### src/rtl/mdr_pkg.sv
// Package: shared types and constants for the motor duty ramp and current sense block.
package mdr_pkg;

  // Item kinds carried in the mode field.
  typedef enum logic [1:0] {
    MODE_TICK = 2'd0,
    MODE_CAL  = 2'd1,
    MODE_SET  = 2'd2,
    MODE_CLR  = 2'd3
  } mode_e;

  // Configuration register indexes.
  typedef enum logic [2:0] {
    CFG_RAMP_STEP   = 3'd0,
    CFG_INVERT_DIR  = 3'd1,
    CFG_FAULT_SENSE = 3'd2,
    CFG_ADC_PRESENT = 3'd3,
    CFG_ADC_PERIOD  = 3'd4,
    CFG_CUR_GAIN    = 3'd5
  } cfg_idx_e;

  // Control sequencer states.
  typedef enum logic [3:0] {
    S_IDLE,
    S_EXEC,
    S_READ,
    S_ADD,
    S_DIVGO,
    S_DWAIT,
    S_MUL,
    S_SAT,
    S_OUT
  } state_e;

  localparam int unsigned CFG_IDX_W  = 3;
  localparam int unsigned CFG_DATA_W = 16;

  // Duty limits in Q15.
  localparam logic signed [15:0] DUTY_MAX = 16'sd32767;
  localparam logic signed [15:0] DUTY_MIN = -16'sd32767;

  // Saturation limits of the current result.
  localparam logic signed [23:0] CUR_MAX = 24'sh7FFFFF;
  localparam logic signed [23:0] CUR_MIN = 24'sh800000;

  // Register values after reset.
  localparam logic [14:0] RST_RAMP_STEP   = 15'd3277;
  localparam logic        RST_INVERT_DIR  = 1'b0;
  localparam logic        RST_FAULT_SENSE = 1'b1;
  localparam logic        RST_ADC_PRESENT = 1'b1;
  localparam logic [7:0]  RST_ADC_PERIOD  = 8'd10;
  localparam logic [15:0] RST_CUR_GAIN    = 16'd1829;

  // Input item.
  typedef struct packed {
    logic [1:0]         mode;
    logic signed [15:0] target_speed;
    logic               fault_n;
    logic signed [15:0] adc_code;
  } in_item_t;

  // Result item.
  typedef struct packed {
    logic signed [15:0] duty;
    logic [14:0]        pwm_ratio;
    logic               pwm_enable;
    logic               dir_a;
    logic               dir_b;
    logic signed [23:0] motor_current;
    logic signed [23:0] peak_current;
    logic               current_updated;
    logic               fault_seen;
  } out_item_t;

endpackage

### src/rtl/mdr_ram.sv
// Generic single-write, single-read RAM with a registered read port.
module mdr_ram #(
  parameter int unsigned WIDTH = 16,
  parameter int unsigned DEPTH = 16
) (
  input  logic                     clk_i,
  input  logic                     we_i,
  input  logic [$clog2(DEPTH)-1:0] waddr_i,
  input  logic [WIDTH-1:0]         wdata_i,
  input  logic                     re_i,
  input  logic [$clog2(DEPTH)-1:0] raddr_i,
  output logic [WIDTH-1:0]         rdata_o
);

  logic [WIDTH-1:0] mem_q [DEPTH];
  logic [WIDTH-1:0] rdata_q;

  // Write port.
  always_ff @(posedge clk_i) begin
    if (we_i) begin
      mem_q[waddr_i] <= wdata_i;
    end
  end

  // Read port; the read data is registered.
  always_ff @(posedge clk_i) begin
    if (re_i) begin
      rdata_q <= mem_q[raddr_i];
    end
  end

  assign rdata_o = rdata_q;

endmodule

### src/rtl/mdr_div.sv
// Bit-serial signed-by-unsigned divider, truncating toward zero, one quotient bit per cycle.
module mdr_div #(
  parameter int unsigned DIVIDEND_W = 21,
  parameter int unsigned DIVISOR_W  = 5
) (
  input  logic                         clk_i,
  input  logic                         rst_ni,
  input  logic                         start_i,
  input  logic signed [DIVIDEND_W-1:0] dividend_i,
  input  logic [DIVISOR_W-1:0]         divisor_i,
  output logic                         done_o,
  output logic signed [DIVIDEND_W-1:0] quotient_o
);

  localparam int unsigned CNT_W = $clog2(DIVIDEND_W + 1);

  logic                  busy_q, busy_d;
  logic                  done_q, done_d;
  logic [CNT_W-1:0]      cnt_q, cnt_d;
  logic [DIVIDEND_W-1:0] acc_q, acc_d;
  logic [DIVISOR_W:0]    rem_q, rem_d;
  logic [DIVISOR_W-1:0]  dsr_q, dsr_d;
  logic                  neg_q, neg_d;
  logic                  zero_q, zero_d;
  logic [DIVIDEND_W-1:0] quo_q, quo_d;
  logic [DIVISOR_W:0]    rem_sh;
  logic                  ge;
  logic [DIVISOR_W:0]    rem_nx;
  logic [DIVIDEND_W-1:0] acc_nx;

  // One restoring step: shift in the next dividend bit and try the subtraction.
  always_comb begin
    rem_sh = {rem_q[DIVISOR_W-1:0], acc_q[DIVIDEND_W-1]};
    ge     = (rem_sh >= {1'b0, dsr_q});
    rem_nx = ge ? (rem_sh - {1'b0, dsr_q}) : rem_sh;
    acc_nx = {acc_q[DIVIDEND_W-2:0], ge};
  end

  // Sequencing of the iterations and the final sign correction.
  always_comb begin
    busy_d = busy_q;
    done_d = 1'b0;
    cnt_d  = cnt_q;
    acc_d  = acc_q;
    rem_d  = rem_q;
    dsr_d  = dsr_q;
    neg_d  = neg_q;
    zero_d = zero_q;
    quo_d  = quo_q;
    if (start_i) begin
      busy_d = 1'b1;
      cnt_d  = CNT_W'(DIVIDEND_W);
      acc_d  = dividend_i[DIVIDEND_W-1] ? (~dividend_i + 1'b1) : dividend_i;
      rem_d  = '0;
      dsr_d  = divisor_i;
      neg_d  = dividend_i[DIVIDEND_W-1];
      zero_d = (divisor_i == '0);
    end else if (busy_q) begin
      acc_d = acc_nx;
      rem_d = rem_nx;
      cnt_d = cnt_q - 1'b1;
      if (cnt_q == CNT_W'(1)) begin
        busy_d = 1'b0;
        done_d = 1'b1;
        if (zero_q) begin
          quo_d = '0;
        end else if (neg_q) begin
          quo_d = ~acc_nx + 1'b1;
        end else begin
          quo_d = acc_nx;
        end
      end
    end
  end

  // Control registers.
  always_ff @(posedge clk_i or negedge rst_ni) begin
    if (!rst_ni) begin
      busy_q <= 1'b0;
      done_q <= 1'b0;
      cnt_q  <= '0;
    end else begin
      busy_q <= busy_d;
      done_q <= done_d;
      cnt_q  <= cnt_d;
    end
  end

  // Datapath registers.
  always_ff @(posedge clk_i) begin
    acc_q  <= acc_d;
    rem_q  <= rem_d;
    dsr_q  <= dsr_d;
    neg_q  <= neg_d;
    zero_q <= zero_d;
    quo_q  <= quo_d;
  end

  assign done_o     = done_q;
  assign quotient_o = $signed(quo_q);

endmodule

### src/rtl/motor_duty_ramp_current_sense_top.sv
// Top level: duty ramp, direction and PWM outputs, offset store and current sensing.
//
//   channel   direction  handshake                 payload
//   in        input      in_valid_i / in_stall_o   in_data_i  (in_item_t)
//   out       output     out_valid_o / out_stall_i out_data_o (out_item_t)
//   cfg       input      cfg_we_i (no wait)        cfg_idx_i, cfg_data_i
//
// One item is in work at a time. Set-target, clear-peak and non-sampling ticks only
// execute and output; a calibration item reads and adds in the offset store in between.
// A sampling tick also runs the bit-serial mean divider, multiply and saturate steps,
// after a read and add when the sample enters the store. The store is a single RAM with
// registered read, read and written in separate cycles. Reset is asynchronous; the store
// needs no clearing. A finished result sits in the output register while the next item
// is taken in; that item then waits in its last step until the register is free.
module motor_duty_ramp_current_sense_top
  import mdr_pkg::*;
#(
  parameter int unsigned OFFSET_DEPTH = 16
) (
  input  logic                  clk_i,
  input  logic                  rst_ni,
  input  logic                  in_valid_i,
  output logic                  in_stall_o,
  input  in_item_t              in_data_i,
  output logic                  out_valid_o,
  input  logic                  out_stall_i,
  output out_item_t             out_data_o,
  input  logic                  cfg_we_i,
  input  logic [CFG_IDX_W-1:0]  cfg_idx_i,
  input  logic [CFG_DATA_W-1:0] cfg_data_i
);

  localparam int unsigned PTR_W        = $clog2(OFFSET_DEPTH);
  localparam int unsigned FILL_W       = $clog2(OFFSET_DEPTH + 1);
  localparam int unsigned OFFSET_SUM_W = $clog2(OFFSET_DEPTH) + 17;

  // Configuration registers.
  logic [14:0] ramp_step_q;
  logic        invert_dir_q;
  logic        fault_sense_q;
  logic        adc_present_q;
  logic [7:0]  adc_period_q;
  logic [15:0] cur_gain_q;

  // Sequencer and block state.
  state_e                    state_q, state_d;
  in_item_t                  item_q, item_d;
  logic signed [15:0]        duty_q, duty_d;
  logic signed [15:0]        target_q, target_d;
  logic [7:0]                countdown_q, countdown_d;
  logic [PTR_W-1:0]          ptr_q, ptr_d;
  logic [FILL_W-1:0]         fill_q, fill_d;
  logic signed [OFFSET_SUM_W-1:0] sum_q, sum_d;
  logic signed [23:0]        cur_q, cur_d;
  logic signed [23:0]        peak_q, peak_d;
  logic                      samp_q, samp_d;
  logic                      upd_q, upd_d;
  logic                      fault_q, fault_d;
  logic signed [16:0]        diff_q, diff_d;
  logic signed [33:0]        prod_q, prod_d;
  logic                      out_valid_q, out_valid_d;
  out_item_t                 out_q, out_d;

  // Combinational helpers.
  logic                      in_xfer;
  logic                      out_free;
  logic                      fault_now;
  logic signed [17:0]        duty_x;
  logic signed [17:0]        step_x;
  logic signed [17:0]        nd;
  logic signed [17:0]        dif;
  logic signed [17:0]        adif;
  logic signed [15:0]        ramp_duty;
  logic signed [15:0]        duty_eff;
  logic signed [15:0]        eff_mag;
  logic                      sample_now;
  logic                      add_now;
  logic signed [15:0]        tgt_clamped;
  logic signed [25:0]        shifted;
  logic signed [23:0]        sat;
  logic signed [15:0]        out_mag;
  logic                      out_neg;
  logic signed [OFFSET_SUM_W-1:0] old_x;

  // RAM and divider connections.
  logic                      ram_we;
  logic                      ram_re;
  logic [15:0]               ram_rdata;
  logic                      div_start;
  logic                      div_done;
  logic signed [OFFSET_SUM_W-1:0] div_quo;

  assign in_xfer  = in_valid_i && !in_stall_o;
  assign out_free = !out_valid_q || !out_stall_i;

  // Configuration writes.
  always_ff @(posedge clk_i or negedge rst_ni) begin
    if (!rst_ni) begin
      ramp_step_q   <= RST_RAMP_STEP;
      invert_dir_q  <= RST_INVERT_DIR;
      fault_sense_q <= RST_FAULT_SENSE;
      adc_present_q <= RST_ADC_PRESENT;
      adc_period_q  <= RST_ADC_PERIOD;
      cur_gain_q    <= RST_CUR_GAIN;
    end else if (cfg_we_i) begin
      unique case (cfg_idx_e'(cfg_idx_i))
        CFG_RAMP_STEP:   ramp_step_q   <= cfg_data_i[14:0];
        CFG_INVERT_DIR:  invert_dir_q  <= cfg_data_i[0];
        CFG_FAULT_SENSE: fault_sense_q <= cfg_data_i[0];
        CFG_ADC_PRESENT: adc_present_q <= cfg_data_i[0];
        CFG_ADC_PERIOD:  adc_period_q  <= cfg_data_i[7:0];
        CFG_CUR_GAIN:    cur_gain_q    <= cfg_data_i;
        default: ;
      endcase
    end
  end

  // Ramp of the present duty toward the target, snapping when the stepped duty lands within one step of it.
  always_comb begin
    fault_now = fault_sense_q && !item_q.fault_n;
    duty_x    = 18'(duty_q);
    step_x    = $signed({3'b000, ramp_step_q});
    nd        = (target_q > duty_q) ? (duty_x + step_x) : (duty_x - step_x);
    dif       = 18'(target_q) - nd;
    adif      = dif[17] ? -dif : dif;
    if (target_q == duty_q) begin
      ramp_duty = duty_q;
    end else if (adif < step_x) begin
      ramp_duty = target_q;
    end else begin
      ramp_duty = nd[15:0];
    end
    duty_eff   = fault_now ? duty_q : ramp_duty;
    eff_mag    = duty_eff[15] ? -duty_eff : duty_eff;
    sample_now = adc_present_q && (countdown_q == '0);
    add_now    = (eff_mag[14:0] < ramp_step_q);
  end

  // Target clamp, current scaling with saturation and result fields.
  always_comb begin
    tgt_clamped = (item_q.target_speed < DUTY_MIN) ? DUTY_MIN : item_q.target_speed;
    shifted     = prod_q[33:8];
    if ((shifted[25:23] == 3'b000) || (shifted[25:23] == 3'b111)) begin
      sat = shifted[23:0];
    end else begin
      sat = shifted[25] ? CUR_MIN : CUR_MAX;
    end
    out_neg = duty_q[15];
    out_mag = out_neg ? -duty_q : duty_q;
    old_x   = (fill_q == FILL_W'(OFFSET_DEPTH)) ? OFFSET_SUM_W'($signed(ram_rdata)) : '0;
  end

  // Next state of the sequencer.
  always_comb begin
    state_d = state_q;
    unique case (state_q)
      S_IDLE: begin
        if (in_valid_i) state_d = S_EXEC;
      end
      S_EXEC: begin
        unique case (mode_e'(item_q.mode))
          MODE_TICK: begin
            if (sample_now) begin
              state_d = add_now ? S_READ : S_DIVGO;
            end else begin
              state_d = S_OUT;
            end
          end
          MODE_CAL: state_d = S_READ;
          MODE_SET: state_d = S_OUT;
          MODE_CLR: state_d = S_OUT;
          default:  state_d = S_OUT;
        endcase
      end
      S_READ:  state_d = S_ADD;
      S_ADD:   state_d = samp_q ? S_DIVGO : S_OUT;
      S_DIVGO: state_d = S_DWAIT;
      S_DWAIT: begin
        if (div_done) state_d = S_MUL;
      end
      S_MUL:   state_d = S_SAT;
      S_SAT:   state_d = S_OUT;
      S_OUT: begin
        if (out_free) state_d = S_IDLE;
      end
      default: state_d = S_IDLE;
    endcase
  end

  // Sequencer outputs.
  always_comb begin
    in_stall_o = (state_q != S_IDLE);
    ram_re     = (state_q == S_READ);
    ram_we     = (state_q == S_ADD);
    div_start  = (state_q == S_DIVGO);
  end

  // Datapath updates for each step of an item.
  always_comb begin
    item_d      = item_q;
    duty_d      = duty_q;
    target_d    = target_q;
    countdown_d = countdown_q;
    ptr_d       = ptr_q;
    fill_d      = fill_q;
    sum_d       = sum_q;
    cur_d       = cur_q;
    peak_d      = peak_q;
    samp_d      = samp_q;
    upd_d       = upd_q;
    fault_d     = fault_q;
    diff_d      = diff_q;
    prod_d      = prod_q;
    out_d       = out_q;
    out_valid_d = out_valid_q && out_stall_i;
    if (in_xfer) begin
      item_d = in_data_i;
    end
    unique case (state_q)
      S_EXEC: begin
        samp_d  = 1'b0;
        upd_d   = 1'b0;
        fault_d = 1'b0;
        unique case (mode_e'(item_q.mode))
          MODE_TICK: begin
            fault_d = fault_now;
            if (fault_now) begin
              target_d = '0;
            end else begin
              duty_d = ramp_duty;
            end
            if (adc_present_q) begin
              if (sample_now) begin
                samp_d      = 1'b1;
                upd_d       = 1'b1;
                countdown_d = adc_period_q;
              end else begin
                countdown_d = countdown_q - 1'b1;
              end
            end
          end
          MODE_CAL: ;
          MODE_SET: target_d = tgt_clamped;
          MODE_CLR: peak_d   = '0;
          default: ;
        endcase
      end
      S_ADD: begin
        // Replace the oldest entry once the ring is full.
        sum_d = sum_q - old_x + OFFSET_SUM_W'(item_q.adc_code);
        if (fill_q != FILL_W'(OFFSET_DEPTH)) begin
          fill_d = fill_q + 1'b1;
        end
        ptr_d = (ptr_q == PTR_W'(OFFSET_DEPTH - 1)) ? '0 : (ptr_q + 1'b1);
      end
      S_DWAIT: begin
        if (div_done) begin
          diff_d = 17'(item_q.adc_code) - 17'($signed(div_quo[15:0]));
        end
      end
      S_MUL: begin
        prod_d = diff_q * $signed({1'b0, cur_gain_q});
      end
      S_SAT: begin
        cur_d = sat;
        if (sat > peak_q) begin
          peak_d = sat;
        end
      end
      S_OUT: begin
        if (out_free) begin
          out_valid_d           = 1'b1;
          out_d.duty            = duty_q;
          out_d.pwm_ratio       = out_mag[14:0];
          out_d.pwm_enable      = (out_mag != '0);
          out_d.dir_a           = out_neg ^ invert_dir_q;
          out_d.dir_b           = ~(out_neg ^ invert_dir_q);
          out_d.motor_current   = cur_q;
          out_d.peak_current    = peak_q;
          out_d.current_updated = upd_q;
          out_d.fault_seen      = fault_q;
        end
      end
      default: ;
    endcase
  end

  // Control and state registers.
  always_ff @(posedge clk_i or negedge rst_ni) begin
    if (!rst_ni) begin
      state_q     <= S_IDLE;
      duty_q      <= '0;
      target_q    <= '0;
      countdown_q <= RST_ADC_PERIOD;
      ptr_q       <= '0;
      fill_q      <= '0;
      sum_q       <= '0;
      cur_q       <= '0;
      peak_q      <= '0;
      samp_q      <= 1'b0;
      upd_q       <= 1'b0;
      fault_q     <= 1'b0;
      out_valid_q <= 1'b0;
    end else begin
      state_q     <= state_d;
      duty_q      <= duty_d;
      target_q    <= target_d;
      countdown_q <= countdown_d;
      ptr_q       <= ptr_d;
      fill_q      <= fill_d;
      sum_q       <= sum_d;
      cur_q       <= cur_d;
      peak_q      <= peak_d;
      samp_q      <= samp_d;
      upd_q       <= upd_d;
      fault_q     <= fault_d;
      out_valid_q <= out_valid_d;
    end
  end

  // Payload registers.
  always_ff @(posedge clk_i) begin
    item_q <= item_d;
    diff_q <= diff_d;
    prod_q <= prod_d;
    out_q  <= out_d;
  end

  // Offset store.
  mdr_ram #(
    .WIDTH(16),
    .DEPTH(OFFSET_DEPTH)
  ) u_offset_ram (
    .clk_i   (clk_i),
    .we_i    (ram_we),
    .waddr_i (ptr_q),
    .wdata_i (item_q.adc_code),
    .re_i    (ram_re),
    .raddr_i (ptr_q),
    .rdata_o (ram_rdata)
  );

  // Offset mean divider.
  mdr_div #(
    .DIVIDEND_W(OFFSET_SUM_W),
    .DIVISOR_W (FILL_W)
  ) u_mean_div (
    .clk_i      (clk_i),
    .rst_ni     (rst_ni),
    .start_i    (div_start),
    .dividend_i (sum_q),
    .divisor_i  (fill_q),
    .done_o     (div_done),
    .quotient_o (div_quo)
  );

  assign out_valid_o = out_valid_q;
  assign out_data_o  = out_q;

  // The fill count never runs past the ring depth.
  a_fill_bound: assert property (@(posedge clk_i) disable iff (!rst_ni)
    fill_q <= FILL_W'(OFFSET_DEPTH))
    else $error("offset fill count exceeds the ring depth");

  // The write pointer stays inside the ring.
  a_ptr_bound: assert property (@(posedge clk_i) disable iff (!rst_ni)
    ptr_q <= PTR_W'(OFFSET_DEPTH - 1))
    else $error("offset pointer outside the ring");

  // The duty never reaches the most negative code.
  a_duty_bound: assert property (@(posedge clk_i) disable iff (!rst_ni)
    duty_q >= DUTY_MIN)
    else $error("duty outside its clamp range");

  // Leaving the result state always leaves a result in the output register.
  a_out_load: assert property (@(posedge clk_i) disable iff (!rst_ni)
    (state_q == S_OUT && out_free) |=> (out_valid_q && state_q == S_IDLE))
    else $error("result state left without loading the output register");

endmodule
### config.mk
export PLATFORM = sky130hd
export DESIGN_NAME = motor_duty_ramp_current_sense_top
export DESIGN_NICKNAME = d
export VERILOG_FILES = /design/src/rtl/mdr_pkg.sv /design/src/rtl/mdr_ram.sv /design/src/rtl/mdr_div.sv /design/src/rtl/motor_duty_ramp_current_sense_top.sv
export SDC_FILE = /design/constraint.sdc
export NUM_CORES = 2
export LEC_CHECK = 0
export BUFFER_PORTS_ARGS = -buffer_cell sky130_fd_sc_hd__buf_2
export CAP_MARGIN = 20
export CORE_AREA = 2 2 415 417
export DETAILED_ROUTE_END_ITERATION = 8
export DIE_AREA = 0 0 417 419
export PLACE_DENSITY = 0.48
export SLEW_MARGIN = 10
export SYNTH_ARGS = -nofsm -noshare
export SYNTH_HDL_FRONTEND = slang
export SYNTH_SLANG_ARGS = --single-unit
### constraint.sdc
create_clock -name clk_i -period 17.31 [get_ports clk_i]
set_input_delay 0.8655 -clock clk_i [delete_from_list [all_inputs] [get_ports clk_i]]
set_output_delay 0.8655 -clock clk_i [all_outputs]
set_load 0.02 [all_outputs]
Word-level counts from Yosys, hierarchy flattened:

Memories as Yosys holds them, arrays and structs flattened. A register that Yosys moved wholly into a read port is not among the register bits.
Index checks and enable logic that the tools add are counted.

* bitwise gates (word level): 5
* multiply operators: 1
* reduce and logical (&&, ||, !) cells: 37
* equality and inequality tests: 28
* mux-type cells: 47
* add/sub/neg operators: 16
* $lt $le $gt $ge: 6

Operator list (count)
* $mux W16: 7
* $mux W24: 4
* $mux W21: 4
* $pmux W24 S2: 1
* $mux W18: 2
* $pmux W4 S9: 1
* $mul A17 B17 Y34: 1
* $sub A16 B16 Y17: 2
* $pmux W16 S2: 1
* $gt A24 B24 Y1: 1
* $mux W4: 6
* $add A21 B1 Y21 const B: 1
* $add A21 B16 Y21: 1
* $not A21 Y21: 1
* $sub A21 B21 Y21: 1
* $reduce_and A2 Y1: 10
* $lt A18 B16 Y1: 1
* $neg A18 Y18: 1
* $sub A16 B18 Y18: 1
* $add A16 B16 Y17: 1
* $add A16 B1 Y16 const B: 1
* $eq A16 B16 Y1: 1
* $eq A4 B3 Y1 const B: 4
* $gt A16 B16 Y1: 1
* other kinds (45): 85

* input bits: 59
* flip-flop bits (word level): 393
* output and inout bits: 86
* memories: 1
* word-level logic and storage cells: 183
* memory bits (writable): 256

Memories
* u_offset_ram.mem_q: depth 16, width 16, read ports 1, clocked after memory_dff 1, write ports 1, line mdr_ram.sv:15 `logic [WIDTH-1:0] mem_q [DEPTH];`

Logic depth before layout (Yosys ltp):

* depth after elaboration: 16
* mapped depth: 67
* gate-level depth less buffers: 65

Hierarchy:

From an unflattened synthesis, not the netlist that was laid out.

* cell total of the unflattened synthesis: 3714
* area total of the unflattened synthesis: 42706.0 µm²

Modules (own cells, without submodules)
* motor_duty_ramp_current_sense_top: cells an instance 2949, area an instance 29080.4 µm², times used 1, sequential area each 9037.4 µm²
* mdr_ram: cells an instance 432, area an instance 10202.3 µm², times used 1, sequential area each 8167.8 µm²
* mdr_div: cells an instance 333, area an instance 3423.3 µm², times used 1, sequential area each 1746.7 µm²

Least setup slack after synthesis:

Ideal clock, no wire load.

* path kind: reg-to-reg
* from: register duty_q[1]
* to: register state_q[1]
* period minus slack after synthesis: 11.407 ns
* data required time: 17.214 ns
* slack: 5.903 ns
* setup time: 0.096 ns
* arrival: 11.311 ns
* stages on the path, launching flop included: 67
* path buffers: 3
* cells stage by stage: dfrtp_1 inv_1 ha_1 nor2b_1 o21ai_0 nand2b_1 a21oi_1 nor2b_1 o21ai_0 nand2b_1 a21oi_1 nor2b_1 o21ai_0 nand2_1 a21oi_1 a31o_2 buf_1 a21oi_1 (+31 left out) o211ai_2 buf_6 mux2i_1 a21boi_0 ha_1 inv_1 nor4_4 a41oi_1 xor2_1 ha_1 a21o_1 a21o_1 a21oi_1 o21ai_0 or3b_2 o22ai_1 a21oi_1 o31ai_1

* cells in the longest elaborated chain, start to end: 16
* elaborated cells between the ends (all ways): 19
* classes of those cells: add/sub (5); order compare (3); eq/ne (1); mux (10)

RTL lines
* from (decl): line motor_duty_ramp_current_sense_top.sv:48 `logic signed [15:0] duty_q, duty_d;`
* from (signal assigned): line motor_duty_ramp_current_sense_top.sv:306 `duty_q <= duty_d;`
* $sub A16 B16 Y17, or another cell as far along: line motor_duty_ramp_current_sense_top.sv:123 `nd = (target_q > duty_q) ? (duty_x + step_x) : (duty_x - step_x);`
* $mux W18: line motor_duty_ramp_current_sense_top.sv:123
* $sub A16 B18 Y18: line motor_duty_ramp_current_sense_top.sv:124 `dif = 18'(target_q) - nd;`
* $neg A18 Y18: line motor_duty_ramp_current_sense_top.sv:125 `adif = dif[17] ? -dif : dif;`
* $mux W18: line motor_duty_ramp_current_sense_top.sv:125
* $lt A18 B16 Y1: line motor_duty_ramp_current_sense_top.sv:128 `end else if (adif < step_x) begin`
* $mux W16: line motor_duty_ramp_current_sense_top.sv:128
* $mux W16: line motor_duty_ramp_current_sense_top.sv:126 `if (target_q == duty_q) begin`
* $mux W16 *
* $neg A15 Y15: line motor_duty_ramp_current_sense_top.sv:134 `eff_mag = duty_eff[15] ? -duty_eff : duty_eff;`
* $mux W15 *: line motor_duty_ramp_current_sense_top.sv:134
* $lt A15 B15 Y1 *: line motor_duty_ramp_current_sense_top.sv:136 `add_now = (eff_mag[14:0] < ramp_step_q);`
* $mux W3 *: line motor_duty_ramp_current_sense_top.sv:164 `state_d = add_now ? S_READ : S_DIVGO;`
* $mux W4 *: line motor_duty_ramp_current_sense_top.sv:163 `if (sample_now) begin`
* $pmux W4 S3 *: line motor_duty_ramp_current_sense_top.sv:161 `unique case (mode_e'(item_q.mode))`
* $pmux W4 S9 *: line motor_duty_ramp_current_sense_top.sv:156 `unique case (state_q)`
* to (signal assigned): line motor_duty_ramp_current_sense_top.sv:305 `state_q <= state_d;`
* to (decl): line motor_duty_ramp_current_sense_top.sv:46 `state_e state_q, state_d;`

Mark *: on every way between the ends. The rest lies on a longest branch, timed or not.
A chain may end at the register's enable or synchronous reset.

Worst setup path in the final report:

Ends and elaborated chain as after synthesis.

==> flow_metrics.tcl <==
set metrics [dict create \
    grt_pass1_wl_um 165300 \
    path_max_fanout 22 \
    cts_hold_buf 0 \
    r2r_start "duty_q[1]$_DFFE_PN0P_" \
    cp.required_ns 17.88 \
    timing_worst_setup_path_type "flip-flop to flip-flop" \
    synth_seq_cells 656 \
    cp-startpoint "duty_q[1]$_DFFE_PN0P_" \
    synth-seq-area-share_pct 44.47 \
    clkTransAtPathRegs_ns 0.06 \
    clock.fmax_ghz 0.07396 \
    synth_cell_types 92 \
    grt.overflow.total 0 \
    rsz0062_at_grt "false" \
    post-cts-setup-buffers 0 \
    rr_endpoint "state_q[1]$_DFFE_PN0P_" \
    fillers 17500 \
    tightest_slew_ns 1.052 \
    dr.pass1.iters 5 \
    cts_max_path_buffers 3 \
    ios 145 \
    viasPerCell 4.382 \
    multi_input_area_sq_um 21020 \
    synth_fp_nets 4267 \
    start_kind "flip-flop" \
    final_common_cell "inv_1" \
    hp-class "primary input to async pin" \
    grtUsageTotal_pct 12.18 \
    first_global_vias 27740 \
    io_buffers 144 \
    antenna_found_initial 8 \
    drt_iter0_drc 1428 \
    period_share_pct 78.11 \
    post-route-min-period_ns 13.52 \
    yosys_most_used_dff "edfxtp_1" \
    worstRegToRegCells 62 \
    routed_wl_um 105800 \
    coreArea_sq_um 170600 \
    initial_core_util_pct 24.78 \
    cts_tree "built" \
    synth_edf_count 477 \
    htreeDepth 3 \
    synth-warning-count 0 \
    pre_cts_slack_ns 4.028 \
    synthCells 3665 \
    cts_buffers 76 \
    wire_per_inst_um 17.33 \
    ctsResizeCount 0 \
    rows 152 \
    syn_area_sq_um 42280 \
    finalHoldViolations 0 \
    setup_viol 0 \
    cpPeakStageDelay_ns 0.59 \
    grt_max_degree 69 \
    drive_above_1_share_pct 12.90 \
    status "finished, final reports clean" \
    syn2layout_area_growth_pct 14.57 \
    clkSinkCount 656 \
    ant_nets 0 \
    floorplan.die_area_sq_um 174700 \
    clock_skew_ns 0.03356 \
    dpl.hpwl_um 78930 \
    maxCapViolCount 0 \
    relSlewSlack_pct 29.85 \
    syn_area_per_cell_sq_um 11.54 \
    critical_path_arrival_ns 14.09 \
    drc 0 \
    clk-insertion-delay-late_ns 0.68 \
    cts_root_buf "clkbuf_16" \
    via_count 26750 \
    fin_tns_setup_ns 0 \
    routabilityCongestion 0.8661 \
    final_nets 4406 \
    die_y_um 419 \
    critPathCaptureType "flip-flop" \
    reg2reg_setup_slack_ns 3.79 \
    final_cell_mix "inv_1 (553), edfxtp_1 (477), nand2_1 (372)" \
    async_flop_share_pct 26.52 \
    drv_slew 0 \
    setup_ws_ns 3.788 \
    seq_area_sq_um 18810 \
    cp_slowest_cell "o31ai_2" \
    die_w_um 417 \
]
==> cell usage after synthesis (all sizes together) (22+ instances only) <==
| cell | n | share of area [%] |
|---|---|---|
| a21o | 59 | 1.0 |
| a21oi | 97 | 1.2 |
| and2 | 144 | 2.1 |
| clkbuf | 110 | 0.98 |
| dfrtp | 155 | 9.2 |
| edfxtp | 477 | 34 |
| fa | 301 | 14 |
| ha | 242 | 7.2 |
| inv | 554 | 4.9 |
| mux2 | 31 | 0.83 |
| mux4 | 80 | 4.3 |
| nand2 | 373 | 3.3 |
| nand2b | 28 | 0.41 |
| nand3 | 32 | 0.38 |
| nor2 | 185 | 1.6 |
| nor2b | 33 | 0.49 |
| nor3 | 44 | 0.52 |
| nor4 | 23 | 0.45 |
| o21ai | 222 | 2.7 |
| o31ai | 22 | 0.44 |
| xnor2 | 121 | 2.5 |
| xor2 | 48 | 0.99 |
==> logic make-up (layout without fill, tap and decap cells) <==
kind of cell | count (synthesis) | count (layout) | synth area share [%]
flops | 656 | 656 | 44.47
mux | 130 | 130 | 5.537
buf+inv | 681 | 884 | 6.147
compound gates | 528 | 528 | 7.961
xor+xnor | 170 | 170 | 3.554
fa+ha+maj | 543 | 543 | 21.41
simple gates | 957 | 957 | 10.92
other cells | 0 | 3 | 0
==> flip-flops by register name, summed over array words and instances, names as in the netlist, 15 cells and up <==
signal / cells
u_mean_div.acc_q: 21
duty_q: 16
target_q: 16
u_offset_ram.rdata_o: 16
cur_gain_q: 16
u_mean_div.quotient_o: 16
u_offset_ram.mem_q: 256
item_q: 35
cur_q: 24
prod_q: 26
ramp_step_q: 15
peak_q: 24
sum_q: 21
diff_q: 17
out_data_o: 83
==> layer usage <==
metal,vias up,GRT usage [%],routed length [um]
li1,12700,-,-
met1,13410,16.19,48290
met2,477,20.37,50550
met3,154,1.905,3967
met4,0,3.666,2995
met5,-,0,0
==> stage by stage <==
stage	hold slack, ns	area [sq um]	utilization (%)	instances
2_1_floorplan	0.4249	42280	-	3665
3_3_place_gp	0.4337	45750	26.82	5957
3_5_place_dp	0.4327	45750	26.82	5957
4_1_cts	0.1558	48400	28.37	6099
6_report	0.1722	48440	28.39	6104
5_1_grt	0.1731	48440	28.39	6103
==> how the worst max path moves through the flow <==
stage	to	slack [ns]
final	state_q[1]$_DFFE_PN0P_	3.79
after global routing	state_q[1]$_DFFE_PN0P_	2.79
after CTS	state_q[1]$_DFFE_PN0P_	3.98
after detailed placement	state_q[1]$_DFFE_PN0P_	4.03
after global placement	state_q[1]$_DFFE_PN0P_	4.07
after floorplan	state_q[1]$_DFFE_PN0P_	5.90
==> layout make-up <==
class / count / area share [%]
multi-input cells: 2328 / 43.40
repair buffers: 188 / 2.214
flip-flops and latches: 656 / 38.83
clock inverters: 40 / 1.170
diodes: 3 / 0.01550
inverters: 554 / 4.293
clock buffers: 102 / 4.319
well taps: 2233 / 5.768
==> critical path, delay by kind of cell (launching register included) <==
kind,cells,cell delay [ns]
multiplexers,2,0.70
adder cells (fa/ha/maj),6,1.58
XOR/XNOR,3,0.56
AND/OR/NAND/NOR,15,2.81
AO/OA/AOI/OAI,31,6.52
buffers and inverters,5,0.84
flip-flops,1,0.43
Power is left out: the tool's default activity adds up to more than one toggle a clock period on the data nets, which glitch-free logic cannot reach.
